`config.mk`:
```
export PLATFORM = sky130hd
export DESIGN_NAME = keyframe_animation_stepper
export DESIGN_NICKNAME = d
export VERILOG_FILES = /design/src/rtl/kas_pkg.sv /design/src/rtl/keyframe_animation_stepper.sv /design/src/rtl/kas_divider.sv /design/src/rtl/kas_datapath.sv /design/src/rtl/kas_ctrl.sv
export SDC_FILE = /design/constraint.sdc
export NUM_CORES = 2
export LEC_CHECK = 0
export BUFFER_PORTS_ARGS = -buffer_cell sky130_fd_sc_hd__clkbuf_2
export CORE_MARGIN = 2
export CORE_UTILIZATION = 65
export DETAILED_ROUTE_END_ITERATION = 10
export PLACE_DENSITY = 0.93
export SLEW_MARGIN = 20
export SYNTH_ARGS = -nofsm -noshare
export SYNTH_HDL_FRONTEND = slang
export SYNTH_HIERARCHICAL = 1
export SYNTH_SLANG_ARGS = --single-unit
```
`constraint.sdc`:
```
create_clock -name clk_i -period 26 [get_ports clk_i]
set_input_delay 2.6 -clock clk_i [delete_from_list [all_inputs] [get_ports clk_i]]
set_output_delay 2.6 -clock clk_i [all_outputs]
set_load 0.005 [all_outputs]
```
`src/rtl/kas_pkg.sv`:
```
`timescale 1ns / 1ps
`default_nettype none
package kas_pkg;

  // Timing limits in milliseconds
  localparam int LEAD_LIMIT_MS = 200;
  localparam int PAUSE_GAP_MS  = 900;

  // Back-lerp value for 1.0 in Q1.16
  localparam logic [16:0] FRAC_ONE = 17'h10000;

  // Iterative divider geometry
  localparam int DIVIDEND_W = 49;
  localparam int DIVISOR_W  = 33;
  localparam int STEP_W     = 6;

  // Configuration register indexes
  localparam logic [2:0] CFG_FIRST_FRAME  = 3'd0;
  localparam logic [2:0] CFG_FRAME_COUNT  = 3'd1;
  localparam logic [2:0] CFG_LOOP_LENGTH  = 3'd2;
  localparam logic [2:0] CFG_FRAME_PERIOD = 3'd3;
  localparam logic [2:0] CFG_REVERSE      = 3'd4;
  localparam logic [2:0] CFG_FLIP_FLOP    = 3'd5;
  localparam logic [2:0] CFG_ANIM_ENABLE  = 3'd6;
  localparam logic [2:0] CFG_START_TIME   = 3'd7;

  typedef enum logic [3:0] {
    ST_IDLE,
    ST_CHECK,
    ST_WAIT_F,
    ST_POSTF,
    ST_WAIT_L,
    ST_LOOPF,
    ST_FRAME,
    ST_CLAMP,
    ST_WAIT_R,
    ST_FRAC,
    ST_DONE
  } state_e;

  typedef enum logic [2:0] {
    OP_NONE,
    OP_LOAD,
    OP_ENTRY,
    OP_POSTF,
    OP_LOOPF,
    OP_FRAME,
    OP_CLAMP,
    OP_FRAC
  } dp_op_e;

  typedef enum logic [1:0] {
    DIV_FRAME,
    DIV_LOOP,
    DIV_FRAC
  } div_sel_e;

  typedef struct packed {
    dp_op_e   op;
    logic     div_start;
    div_sel_e div_sel;
    logic     out_load;
  } dp_cmd_t;

  typedef struct packed {
    logic stopped;
    logic enabled;
    logic passed;
    logic per_zero;
    logic wrap;
    logic loop_nz;
    logic den_pos;
    logic div_busy;
  } dp_status_t;

  // Sign-extend a 32-bit time to 34 bits
  function automatic logic signed [33:0] sx34(input logic [31:0] v);
    sx34 = $signed({{2{v[31]}}, v});
  endfunction

endpackage
`default_nettype wire

```
`src/rtl/keyframe_animation_stepper.sv`:
```
// An update that is stopped or disabled, or whose frame is due with a zero
//   frame period, skips the divider; otherwise the frame division, the loop
//   modulo and the back-lerp division run as needed, in turn, all on one
//   shared divider.
// Throughput: one update at a time; the next is taken once the result is in
//   the output register, which may still be waiting for its transfer.
// Reset (rst_ni, async, active low) clears the frame state and loads the
//   register defaults.
`timescale 1ns / 1ps
`default_nettype none
module keyframe_animation_stepper (
  input  wire logic        clk_i,
  input  wire logic        rst_ni,
  input  wire logic        cfg_we_i,
  input  wire logic [2:0]  cfg_addr_i,
  input  wire logic [30:0] cfg_wdata_i,
  input  wire logic        in_valid_i,
  output logic             in_stall_o,
  input  wire logic [30:0] now_ms_i,
  input  wire logic        stopped_i,
  output logic             out_valid_o,
  input  wire logic        out_stall_i,
  output logic [15:0]      prev_frame_o,
  output logic [15:0]      cur_frame_o,
  output logic [16:0]      back_fraction_o
);

  kas_pkg::dp_cmd_t    cmd;
  kas_pkg::dp_status_t status;

  kas_ctrl u_ctrl (
    .clk_i       (clk_i),
    .rst_ni      (rst_ni),
    .in_valid_i  (in_valid_i),
    .in_stall_o  (in_stall_o),
    .out_valid_o (out_valid_o),
    .out_stall_i (out_stall_i),
    .status_i    (status),
    .cmd_o       (cmd)
  );

  kas_datapath u_dp (
    .clk_i           (clk_i),
    .rst_ni          (rst_ni),
    .cfg_we_i        (cfg_we_i),
    .cfg_addr_i      (cfg_addr_i),
    .cfg_wdata_i     (cfg_wdata_i),
    .now_ms_i        (now_ms_i),
    .stopped_i       (stopped_i),
    .cmd_i           (cmd),
    .status_o        (status),
    .prev_frame_o    (prev_frame_o),
    .cur_frame_o     (cur_frame_o),
    .back_fraction_o (back_fraction_o)
  );

endmodule
`default_nettype wire

```
`src/rtl/kas_divider.sv`:
```
`timescale 1ns / 1ps
`default_nettype none
// Restoring shift-subtract divider, one quotient bit per cycle.
// Dividend is left-aligned by the caller; after N steps the quotient
// sits in the low N bits of quotient_o.
module kas_divider (
  input  wire logic                            clk_i,
  input  wire logic                            rst_ni,
  input  wire logic                            start_i,
  input  wire logic [kas_pkg::DIVIDEND_W-1:0]  dividend_i,
  input  wire logic [kas_pkg::DIVISOR_W-1:0]   divisor_i,
  input  wire logic [kas_pkg::STEP_W-1:0]      steps_i,
  output logic                                 busy_o,
  output logic [kas_pkg::DIVIDEND_W-1:0]       quotient_o,
  output logic [kas_pkg::DIVISOR_W-1:0]        remainder_o
);

  logic [kas_pkg::DIVIDEND_W-1:0] qd_q, qd_d;
  logic [kas_pkg::DIVISOR_W-1:0]  rem_q, rem_d, dvs_q;
  logic [kas_pkg::STEP_W-1:0]     cnt_q, cnt_d;
  logic                           busy_q, busy_d;
  logic [kas_pkg::DIVISOR_W:0]    trial, diff;
  logic                           ge;

  // one trial subtraction
  always_comb begin
    trial  = {rem_q, qd_q[kas_pkg::DIVIDEND_W-1]};
    diff   = trial - {1'b0, dvs_q};
    ge     = (trial >= {1'b0, dvs_q});
    qd_d   = qd_q;
    rem_d  = rem_q;
    cnt_d  = cnt_q;
    busy_d = busy_q;
    if (start_i) begin
      qd_d   = dividend_i;
      rem_d  = '0;
      cnt_d  = steps_i;
      busy_d = 1'b1;
    end else if (busy_q) begin
      qd_d  = {qd_q[kas_pkg::DIVIDEND_W-2:0], ge};
      rem_d = ge ? diff[kas_pkg::DIVISOR_W-1:0] : trial[kas_pkg::DIVISOR_W-1:0];
      cnt_d = cnt_q - 1'b1;
      if (cnt_q == kas_pkg::STEP_W'(1)) begin
        busy_d = 1'b0;
      end
    end
  end

  always_ff @(posedge clk_i or negedge rst_ni) begin
    if (!rst_ni) begin
      busy_q <= 1'b0;
      cnt_q  <= '0;
    end else begin
      busy_q <= busy_d;
      cnt_q  <= cnt_d;
    end
  end

  always_ff @(posedge clk_i) begin
    qd_q  <= qd_d;
    rem_q <= rem_d;
    if (start_i) begin
      dvs_q <= divisor_i;
    end
  end

  assign busy_o      = busy_q;
  assign quotient_o  = qd_q;
  assign remainder_o = rem_q;

endmodule
`default_nettype wire

```
`src/rtl/kas_datapath.sv`:
```
`timescale 1ns / 1ps
`default_nettype none
module kas_datapath (
  input  wire logic                 clk_i,
  input  wire logic                 rst_ni,
  input  wire logic                 cfg_we_i,
  input  wire logic [2:0]           cfg_addr_i,
  input  wire logic [30:0]          cfg_wdata_i,
  input  wire logic [30:0]          now_ms_i,
  input  wire logic                 stopped_i,
  input  wire kas_pkg::dp_cmd_t     cmd_i,
  output kas_pkg::dp_status_t       status_o,
  output logic [15:0]               prev_frame_o,
  output logic [15:0]               cur_frame_o,
  output logic [16:0]               back_fraction_o
);

  // configuration
  logic [14:0] first_q;
  logic [11:0] count_q, loop_q;
  logic [9:0]  per_q;
  logic        rev_q, flip_q, en_q;
  logic [30:0] start_q;

  // animation state and work registers
  logic [30:0] t_q;
  logic        stop_q, neg_q;
  logic [31:0] next_time_q, prev_time_q, last_time_q;
  logic [31:0] ft_q, ot_q, f_q;
  logic [15:0] hprev_q, hcur_q;
  logic [16:0] hfrac_q;

  // divider hookup
  logic                            div_busy;
  logic [kas_pkg::DIVIDEND_W-1:0]  div_quo, div_dvd;
  logic [kas_pkg::DIVISOR_W-1:0]   div_rem, div_dvs;
  logic [kas_pkg::STEP_W-1:0]      div_steps;

  logic signed [33:0] t34, lead34, den34, num34;
  logic signed [31:0] gap_lim, delta;
  logic [31:0] ft0, x_w, x_abs, fq, fm, ft_c, ot_c;
  logic [12:0] nn;
  logic        passed, wrap, flip_gt, den_pos;
  logic [32:0] num_c;
  logic [15:0] fr;

  // timing and frame arithmetic
  always_comb begin
    t34     = $signed({3'b000, t_q});
    lead34  = t34 + $signed(34'(kas_pkg::LEAD_LIMIT_MS));
    gap_lim = 32'(kas_pkg::PAUSE_GAP_MS);
    delta   = $signed({1'b0, now_ms_i} - last_time_q);
    passed  = (t34 >= kas_pkg::sx34(next_time_q));
    ft0     = (t_q < start_q) ? {1'b0, start_q} : (next_time_q + {22'd0, per_q});
    x_w     = ft0 - {1'b0, start_q};
    x_abs   = x_w[31] ? (32'd0 - x_w) : x_w;
    fq      = neg_q ? (32'd0 - div_quo[31:0]) : div_quo[31:0];
    nn      = flip_q ? {count_q, 1'b0} : {1'b0, count_q};
    wrap    = ($signed(fq) >= $signed({19'd0, nn}));
    fm      = fq - {19'd0, nn};
    flip_gt = flip_q && (count_q != 12'd0) && ($signed(f_q) >= $signed({20'd0, count_q}));
    if (rev_q) begin
      fr = {1'b0, first_q} + {4'd0, count_q} - 16'd1 - f_q[15:0];
    end else if (flip_gt) begin
      fr = {1'b0, first_q} + {4'd0, count_q} - 16'd1 - (f_q[15:0] - {4'd0, count_q});
    end else begin
      fr = {1'b0, first_q} + f_q[15:0];
    end
    // lead limit and previous-time clamp
    ft_c    = (kas_pkg::sx34(ft_q) > lead34) ? {1'b0, t_q} : ft_q;
    ot_c    = (kas_pkg::sx34(ot_q) > t34) ? {1'b0, t_q} : ot_q;
    den34   = kas_pkg::sx34(ft_c) - kas_pkg::sx34(ot_c);
    num34   = t34 - kas_pkg::sx34(ot_c);
    den_pos = !den34[33] && (den34 != 34'sd0);
    if (num34[33]) begin
      num_c = '0;
    end else if (num34 > den34) begin
      num_c = den34[32:0];
    end else begin
      num_c = num34[32:0];
    end
  end

  // divider operand select
  always_comb begin
    unique case (cmd_i.div_sel)
      kas_pkg::DIV_FRAME: begin
        div_dvd   = {x_abs, 17'd0};
        div_dvs   = {23'd0, per_q};
        div_steps = kas_pkg::STEP_W'(32);
      end
      kas_pkg::DIV_LOOP: begin
        div_dvd   = {fm, 17'd0};
        div_dvs   = {21'd0, loop_q};
        div_steps = kas_pkg::STEP_W'(32);
      end
      kas_pkg::DIV_FRAC: begin
        div_dvd   = {num_c, 16'd0};
        div_dvs   = den34[32:0];
        div_steps = kas_pkg::STEP_W'(kas_pkg::DIVIDEND_W);
      end
      default: begin
        div_dvd   = '0;
        div_dvs   = '0;
        div_steps = '0;
      end
    endcase
  end

  kas_divider u_div (
    .clk_i       (clk_i),
    .rst_ni      (rst_ni),
    .start_i     (cmd_i.div_start),
    .dividend_i  (div_dvd),
    .divisor_i   (div_dvs),
    .steps_i     (div_steps),
    .busy_o      (div_busy),
    .quotient_o  (div_quo),
    .remainder_o (div_rem)
  );

  // configuration registers
  always_ff @(posedge clk_i or negedge rst_ni) begin
    if (!rst_ni) begin
      first_q <= '0;
      count_q <= 12'd1;
      loop_q  <= '0;
      per_q   <= 10'd100;
      rev_q   <= 1'b0;
      flip_q  <= 1'b0;
      en_q    <= 1'b1;
      start_q <= '0;
    end else if (cfg_we_i) begin
      unique case (cfg_addr_i)
        kas_pkg::CFG_FIRST_FRAME:  first_q <= cfg_wdata_i[14:0];
        kas_pkg::CFG_FRAME_COUNT:  count_q <= cfg_wdata_i[11:0];
        kas_pkg::CFG_LOOP_LENGTH:  loop_q  <= cfg_wdata_i[11:0];
        kas_pkg::CFG_FRAME_PERIOD: per_q   <= cfg_wdata_i[9:0];
        kas_pkg::CFG_REVERSE:      rev_q   <= cfg_wdata_i[0];
        kas_pkg::CFG_FLIP_FLOP:    flip_q  <= cfg_wdata_i[0];
        kas_pkg::CFG_ANIM_ENABLE:  en_q    <= cfg_wdata_i[0];
        kas_pkg::CFG_START_TIME:   start_q <= cfg_wdata_i;
        default: ;
      endcase
    end
  end

  // animation state, updated per command
  always_ff @(posedge clk_i or negedge rst_ni) begin
    if (!rst_ni) begin
      next_time_q <= '0;
      prev_time_q <= '0;
      last_time_q <= '0;
      hprev_q     <= '0;
      hcur_q      <= '0;
      hfrac_q     <= '0;
    end else begin
      unique case (cmd_i.op)
        kas_pkg::OP_LOAD: begin
          if (!stopped_i) begin
            if (delta > gap_lim) begin
              prev_time_q <= prev_time_q + delta;
              next_time_q <= next_time_q + delta;
            end
            last_time_q <= {1'b0, now_ms_i};
          end
        end
        kas_pkg::OP_ENTRY: begin
          if (!en_q) begin
            hprev_q <= '0;
            hcur_q  <= '0;
            hfrac_q <= '0;
          end else if (passed) begin
            hprev_q     <= hcur_q;
            prev_time_q <= next_time_q;
          end
        end
        kas_pkg::OP_FRAME: hcur_q <= fr;
        kas_pkg::OP_CLAMP: begin
          next_time_q <= ft_c;
          prev_time_q <= ot_c;
          if (!den_pos) begin
            hfrac_q <= '0;
          end
        end
        kas_pkg::OP_FRAC: hfrac_q <= kas_pkg::FRAC_ONE - div_quo[16:0];
        default: ;
      endcase
    end
  end

  // work registers
  always_ff @(posedge clk_i) begin
    unique case (cmd_i.op)
      kas_pkg::OP_LOAD: begin
        t_q    <= now_ms_i;
        stop_q <= stopped_i;
      end
      kas_pkg::OP_ENTRY: begin
        neg_q <= x_w[31];
        if (passed) begin
          ot_q <= next_time_q;
          ft_q <= ft0;
        end else begin
          ot_q <= prev_time_q;
          ft_q <= next_time_q;
        end
      end
      kas_pkg::OP_POSTF: begin
        if (!wrap) begin
          f_q <= fq;
        end else if (loop_q == 12'd0) begin
          // past the end with no loop: hold the last frame
          f_q  <= {19'd0, nn} - 32'd1;
          ft_q <= {1'b0, t_q};
        end
      end
      kas_pkg::OP_LOOPF: f_q <= div_rem[31:0] + {20'd0, count_q} - {20'd0, loop_q};
      kas_pkg::OP_FRAME: begin
        if (t34 > kas_pkg::sx34(ft_q)) begin
          ft_q <= {1'b0, t_q};
        end
      end
      default: ;
    endcase
  end

  // result register
  always_ff @(posedge clk_i) begin
    if (cmd_i.out_load) begin
      prev_frame_o    <= hprev_q;
      cur_frame_o     <= hcur_q;
      back_fraction_o <= hfrac_q;
    end
  end

  always_comb begin
    status_o.stopped  = stop_q;
    status_o.enabled  = en_q;
    status_o.passed   = passed;
    status_o.per_zero = (per_q == 10'd0);
    status_o.wrap     = wrap;
    status_o.loop_nz  = (loop_q != 12'd0);
    status_o.den_pos  = den_pos;
    status_o.div_busy = div_busy;
  end

endmodule
`default_nettype wire

```
`src/rtl/kas_ctrl.sv`:
```
`timescale 1ns / 1ps
`default_nettype none
module kas_ctrl (
  input  wire logic                 clk_i,
  input  wire logic                 rst_ni,
  input  wire logic                 in_valid_i,
  output logic                      in_stall_o,
  output logic                      out_valid_o,
  input  wire logic                 out_stall_i,
  input  wire kas_pkg::dp_status_t  status_i,
  output kas_pkg::dp_cmd_t          cmd_o
);

  kas_pkg::state_e state_q, state_d;
  logic            out_valid_q, out_valid_d;

  always_ff @(posedge clk_i or negedge rst_ni) begin
    if (!rst_ni) begin
      state_q     <= kas_pkg::ST_IDLE;
      out_valid_q <= 1'b0;
    end else begin
      state_q     <= state_d;
      out_valid_q <= out_valid_d;
    end
  end

  // next state and datapath commands
  always_comb begin
    state_d           = state_q;
    cmd_o.op          = kas_pkg::OP_NONE;
    cmd_o.div_start   = 1'b0;
    cmd_o.div_sel     = kas_pkg::DIV_FRAME;
    cmd_o.out_load    = 1'b0;
    in_stall_o        = 1'b1;
    out_valid_d       = out_valid_q && out_stall_i;
    unique case (state_q)
      kas_pkg::ST_IDLE: begin
        in_stall_o = 1'b0;
        if (in_valid_i) begin
          cmd_o.op = kas_pkg::OP_LOAD;
          state_d  = kas_pkg::ST_CHECK;
        end
      end
      kas_pkg::ST_CHECK: begin
        if (status_i.stopped) begin
          state_d = kas_pkg::ST_DONE;
        end else begin
          cmd_o.op = kas_pkg::OP_ENTRY;
          if (!status_i.enabled) begin
            state_d = kas_pkg::ST_DONE;
          end else if (status_i.passed) begin
            if (status_i.per_zero) begin
              state_d = kas_pkg::ST_DONE;
            end else begin
              cmd_o.div_start = 1'b1;
              cmd_o.div_sel   = kas_pkg::DIV_FRAME;
              state_d         = kas_pkg::ST_WAIT_F;
            end
          end else begin
            state_d = kas_pkg::ST_CLAMP;
          end
        end
      end
      kas_pkg::ST_WAIT_F: begin
        if (!status_i.div_busy) begin
          state_d = kas_pkg::ST_POSTF;
        end
      end
      kas_pkg::ST_POSTF: begin
        cmd_o.op = kas_pkg::OP_POSTF;
        if (status_i.wrap && status_i.loop_nz) begin
          cmd_o.div_start = 1'b1;
          cmd_o.div_sel   = kas_pkg::DIV_LOOP;
          state_d         = kas_pkg::ST_WAIT_L;
        end else begin
          state_d = kas_pkg::ST_FRAME;
        end
      end
      kas_pkg::ST_WAIT_L: begin
        cmd_o.div_sel = kas_pkg::DIV_LOOP;
        if (!status_i.div_busy) begin
          state_d = kas_pkg::ST_LOOPF;
        end
      end
      kas_pkg::ST_LOOPF: begin
        cmd_o.op = kas_pkg::OP_LOOPF;
        state_d  = kas_pkg::ST_FRAME;
      end
      kas_pkg::ST_FRAME: begin
        cmd_o.op = kas_pkg::OP_FRAME;
        state_d  = kas_pkg::ST_CLAMP;
      end
      kas_pkg::ST_CLAMP: begin
        cmd_o.op      = kas_pkg::OP_CLAMP;
        cmd_o.div_sel = kas_pkg::DIV_FRAC;
        if (status_i.den_pos) begin
          cmd_o.div_start = 1'b1;
          state_d         = kas_pkg::ST_WAIT_R;
        end else begin
          state_d = kas_pkg::ST_DONE;
        end
      end
      kas_pkg::ST_WAIT_R: begin
        if (!status_i.div_busy) begin
          state_d = kas_pkg::ST_FRAC;
        end
      end
      kas_pkg::ST_FRAC: begin
        cmd_o.op = kas_pkg::OP_FRAC;
        state_d  = kas_pkg::ST_DONE;
      end
      kas_pkg::ST_DONE: begin
        // hand the result to the output register once it is free
        if (!out_valid_q || !out_stall_i) begin
          cmd_o.out_load = 1'b1;
          out_valid_d    = 1'b1;
          state_d        = kas_pkg::ST_IDLE;
        end
      end
      default: state_d = kas_pkg::ST_IDLE;
    endcase
  end

  assign out_valid_o = out_valid_q;

endmodule
`default_nettype wire

```
* After elaboration in Yosys (flattened, before gate mapping)
Cells that the tools add are included.
** Operators by class
- Add/sub/neg operators :: 23
- $lt $le $gt $ge :: 10
- Equal/unequal tests :: 42
- Mux-type cells :: 71
- Bitwise logic cells :: 1
- Reduce and logical (&&, ||, !) cells :: 42
** Operator list (number)
- $mux 32 :: 17
- $pmux 32 s3 :: 2
- $pmux 49 s3 :: 1
- $pmux 32 s2 :: 2
- $mux 33 :: 3
- $pmux 33 s3 :: 1
- $mux 49 :: 2
- $mux 16 :: 5
- $sub 32x32->33 :: 2
- $add 32x32->32 :: 2
- $gt 32x32->1 :: 2
- $sub 1x32->32 const A :: 2
- $pmux 17 s3 :: 1
- $pmux 4 s11 :: 1
- $mux 4 :: 9
- $ge 34x33->1 :: 1
- $gt 34x34->1 :: 1
- $mux 17 :: 2
- $reduce_bool 34->1 :: 1
- $gt 32x33->1 :: 1
- $sub 33x33->33 :: 1
- $add 31x8->32 const B :: 1
- $add 32x10->32 :: 1
- $add 32x12->32 :: 1
- other kinds (58) :: 127
** Word-level totals
- Register bits :: 532
- Input port bits :: 71
- Output and inout port bits :: 51
- Word-level logic and storage cells :: 219

* Longest topological paths before layout
- Word-level depth :: 10
- Gate-level depth with buffers :: 45
- Depth with buffers taken out :: 43

* Cells and area by module
The synthesis kept the hierarchy.
** By module, submodules not included
- kas_datapath :: instances 1, cells each 5016, area each 42660.9 µm²
- kas_divider :: instances 1, cells each 673, area each 7081.8 µm²
- kas_ctrl :: instances 1, cells each 61, area each 479.2 µm²

* Least setup slack after synthesis
Ideal clock, no wire load.
- Kind :: register to register
- From :: register u_dp.t_q[3]
- To :: register u_dp.u_div.qd_q, in the netlist u_dp/u_div/quotient_o[0], enable pin
- Setup time :: 385 ps
- Arrival :: 10703 ps
- Data required time :: 25615 ps
- Setup slack :: 14912 ps
- Cell stages (with the launch flop) :: 39
- Period minus slack after synthesis :: 11088 ps
- Path through :: edfxtp_1 > ha_1 > a21oi_1 > and2_1 > nor2_1 > nand4_1 > nor3b_1 > xnor2_1 > ha_1 > a21o_1 > a21o_1 > a21oi_1 > nor2b_1 > o21ai_0 > nand2b_1 > a221o_1 > a2111oi_0 > nor3_1 > [3 not listed] > fa_1 > nand2b_1 > a21oi_1 > o211a_2 > o211ai_2 > o211ai_1 > a31oi_4 > o31a_2 > nand2b_1 > a21oi_1 > and2_1 > buf_4 > and2_1 > nor2_1 > o32ai_1 > clkbuf_1 > clkbuf_1 > or2_2
** RTL lines
- start: declaration :: RTL line kas_datapath.sv:26 : logic [30:0] t_q;
- start signal: assignment :: RTL line kas_datapath.sv:196 : t_q <= now_ms_i;
- end signal: assignment :: RTL line kas_divider.sv:60 : qd_q <= qd_d;
- end: declaration :: RTL line kas_divider.sv:18 : logic [kas_pkg::DIVIDEND_W-1:0] qd_q, qd_d;

==> metrics.md <==
| Metric | Value |
|---|---|
| Std-Cell Rows | 101 |
| WL per Instance | 24.3 um |
| Skew-Pair Late Insertion Delay | 720 ps |
| Most frequent cells in the layout | 550 x ha_1, 543 x nand2_1, 441 x inv_1, 433 x a21oi_1, 397 x o21ai_0 |
| Core Area | 76200 um2 |
| Post-DR vias/cell | 6.81 |
| Clock Tree Buf Depth | 3 |
| Detailed placement HPWL | 127000 um |
| Max-slew violation count | 0 |
| # Max-Cap Violations | 0 |
| Starting Density | 65.9% |
| Crit-path max FO | 129 |
| CTS Hold Bufs | 0 |
| Io pins | 122 |
| Crit path time final | 11010 ps |
| First-pass DRT Iterations | 9 |
| H-tree Lvls | 2 |
| Total congestion overflow | 0 |
| Syn Inst Count | 5750 |
| Slowest-stage cell, CP | edfxtp_1 |
| Via count | 46700 |
| Clk slew on worst S/H paths | 60 ps |
| Register area share after synthesis | 28.8% |
| Final number of setup-violating endpoints | 0 |
| Routed Antenna Nets | 0 |
| HP Class | register to register |
| Clock skew | 88.3 ps |
| Status | finished clean |
| Max-slew headroom | 17.8% |
| GP Congestion | 1.03 |
| Initial DRC count | 5347 |
| RSZ-0062 raised after global routing | no |
| Die width | 282 um |
| DIE AREA | 79500 um2 |
| Initial antenna violation count | 6 |
| Pin count of the biggest net entering global routing | 130 |
| Setup crit start kind | register |
| Global-route wire length before repair | 254000 um |
| Register Area | 14500 um2 |
| Clock Sinks | 532 |
| Total GRT Usage | 41.1% |
| Yosys warnings | 6 |
| Setup Fix Bufs, Post-CTS | 0 |
| Final period util | 42.4% |
| Mean post-synth cell area | 8.73 um2 |
| Synthesized flop and latch total | 532 |
| Vias in the first global route | 45700 |
| CTS-repair resized insts | 0 |
| Worst endpoint required time | 26340 ps |
| Drt drc | 0 |
| CTS tree | done |
| Port buffer count | 121 |
| Area delta synth->final | 7.44% |
| Fmax | 90.8 MHz |
| Net count, final | 6437 |
| Area of the multi-input gates | 33300 um2 |
| Worst R2R Setup Slack | 14990 ps |
| Number of synthesized flops with an enable pin | 260 |
| Crit path arrival time | 11360 ps |
| Ys flop type | edfxtp_1 |
| Post-Syn Area | 50200 um2 |
| CTS Root Cell | clkbuf_16 |
| Slowest stage delay, CP | 580 ps |
| CP Capture Type | register |
| Height of the die | 282 um |
| Synth async-reset ratio | 44.9% |
| Commonest non-fill, non-tap cell in the layout | ha_1 |
| Setup total negative slack | 0 ps |
| Fillers | 5625 |
| Number of buffers created by CTS | 61 |
| Count of final hold-check violations | 0 |
| Drt total wl | 167000 um |
| Synth unique cells | 126 |
| Crit Path Class | register to register |
| Share of layout cells above drive strength 1 | 10.1% |
| Slew @ Worst Pin | 1220 ps |
-- cell usage after synthesis (58+ instances only) --
| master | number | area share (%) |
|---|---|---|
| ha_1 | 550 | 14 |
| nand2_1 | 543 | 4.1 |
| inv_1 | 441 | 3.3 |
| a21oi_1 | 435 | 4.3 |
| o21ai_0 | 398 | 4.0 |
| nor2_1 | 373 | 2.8 |
| xnor2_1 | 266 | 4.6 |
| edfxtp_1 | 260 | 16 |
| dfrtp_1 | 234 | 12 |
| mux2_2 | 167 | 3.7 |
| a21o_1 | 160 | 2.4 |
| clkbuf_1 | 155 | 1.2 |
| xor2_1 | 150 | 2.6 |
| mux2i_1 | 129 | 2.6 |
| nor3_1 | 111 | 1.1 |
| nand3_1 | 90 | 0.90 |
| nand4_1 | 84 | 1.0 |
| nor2b_1 | 69 | 0.86 |
| o211ai_1 | 69 | 1.0 |
| nand2b_1 | 62 | 0.77 |
| a31oi_1 | 58 | 0.72 |
-- layout make-up --
cell class	instances	area share [%]
sequential	532	26.8
clock buffer	76	3.14
tap	1030	2.39
antenna	4	0.0186
clock inverter	40	0.976
multi-input combinational	4571	61.8
timing repair buffer	165	1.78
inverter	447	3.11
-- stage by stage --
step	worst slack [ps]	instance area [um2]	hold slack (ps)	utilization (%)	instances
final	14990	54000	452	70.8	6865
after global routing	14590	54000	462	70.8	6863
after CTS	15330	53900	452	70.8	6861
after detailed placement	15360	51700	433	67.9	6745
after global placement	15590	51700	428	67.9	6745
after floorplan	14910	50300	425	-	5768
-- sequential cells by signal (all words and copies together) (netlist names), 4 cells and up --
| register | count |
|---|---|
| u_ctrl/state_q | 4 |
| u_dp/back_fraction_o | 17 |
| u_dp/count_q | 12 |
| u_dp/cur_frame_o | 16 |
| u_dp/f_q | 32 |
| u_dp/first_q | 15 |
| u_dp/ft_q | 32 |
| u_dp/hcur_q | 16 |
| u_dp/hfrac_q | 17 |
| u_dp/hprev_q | 16 |
| u_dp/last_time_q | 31 |
| u_dp/loop_q | 12 |
| u_dp/next_time_q | 32 |
| u_dp/ot_q | 32 |
| u_dp/per_q | 10 |
| u_dp/prev_frame_o | 16 |
| u_dp/prev_time_q | 32 |
| u_dp/start_q | 31 |
| u_dp/t_q | 31 |
| u_dp/u_div/cnt_q | 6 |
| u_dp/u_div/dvs_q | 33 |
| u_dp/u_div/quotient_o | 49 |
| u_dp/u_div/remainder_o | 33 |
-- cell families after synthesis --
| logic type | synth area share (%) |
|---|---|
| flip-flops | 28.8 |
| adder cells (fa/ha/maj) | 15.2 |
| buffers and inverters | 5.30 |
| AO/OA/AOI/OAI | 21.3 |
| other | 0.00747 |
| AND/OR/NAND/NOR | 15.6 |
| XOR/XNOR | 7.35 |
| multiplexers | 6.44 |
-- routing by layer --
metal / share of wire (%) / wire length (um) / vias up / track usage, %
met4: 8.1 / 13400 / 6 / 28.8
li1: - / - / 21000 / -
met1: 36 / 60800 / 22100 / 48.3
met3: 9.6 / 16000 / 798 / 7.95
met2: 46 / 76400 / 2878 / 67.6
met5: 0.022 / 36 / - / 0
-- final timing paths --
kind / from / endpoint / cells past startpoint
hold / removal: u_dp/hprev_q[8] / u_dp/prev_frame_o[8] / 0
setup reg to reg: u_dp/t_q[3] / u_dp/u_div/quotient_o[26] / 38
hold reg to reg: u_dp/hprev_q[8] / u_dp/prev_frame_o[8] / 0
min in group asynchronous: rst_ni / u_dp/hcur_q[15] / 1
max in group asynchronous: rst_ni / u_dp/prev_time_q[12] / 3
setup / recovery: u_dp/t_q[3] / u_dp/u_div/quotient_o[26] / 38
-- worst max-delay path, delay by kind of cell (launching register included) --
| family | cells | cell delay, ps |
|---|---|---|
| compound gates | 11 | 2470 |
| xor+xnor | 2 | 630 |
| fa+ha+maj | 3 | 800 |
| buf+inv | 4 | 990 |
| flops | 1 | 580 |
| mux | 1 | 420 |
| simple gates | 17 | 4520 |
Power is left out: the tool's default activity adds up to more than one toggle a clock period on the data nets, which glitch-free logic cannot reach.
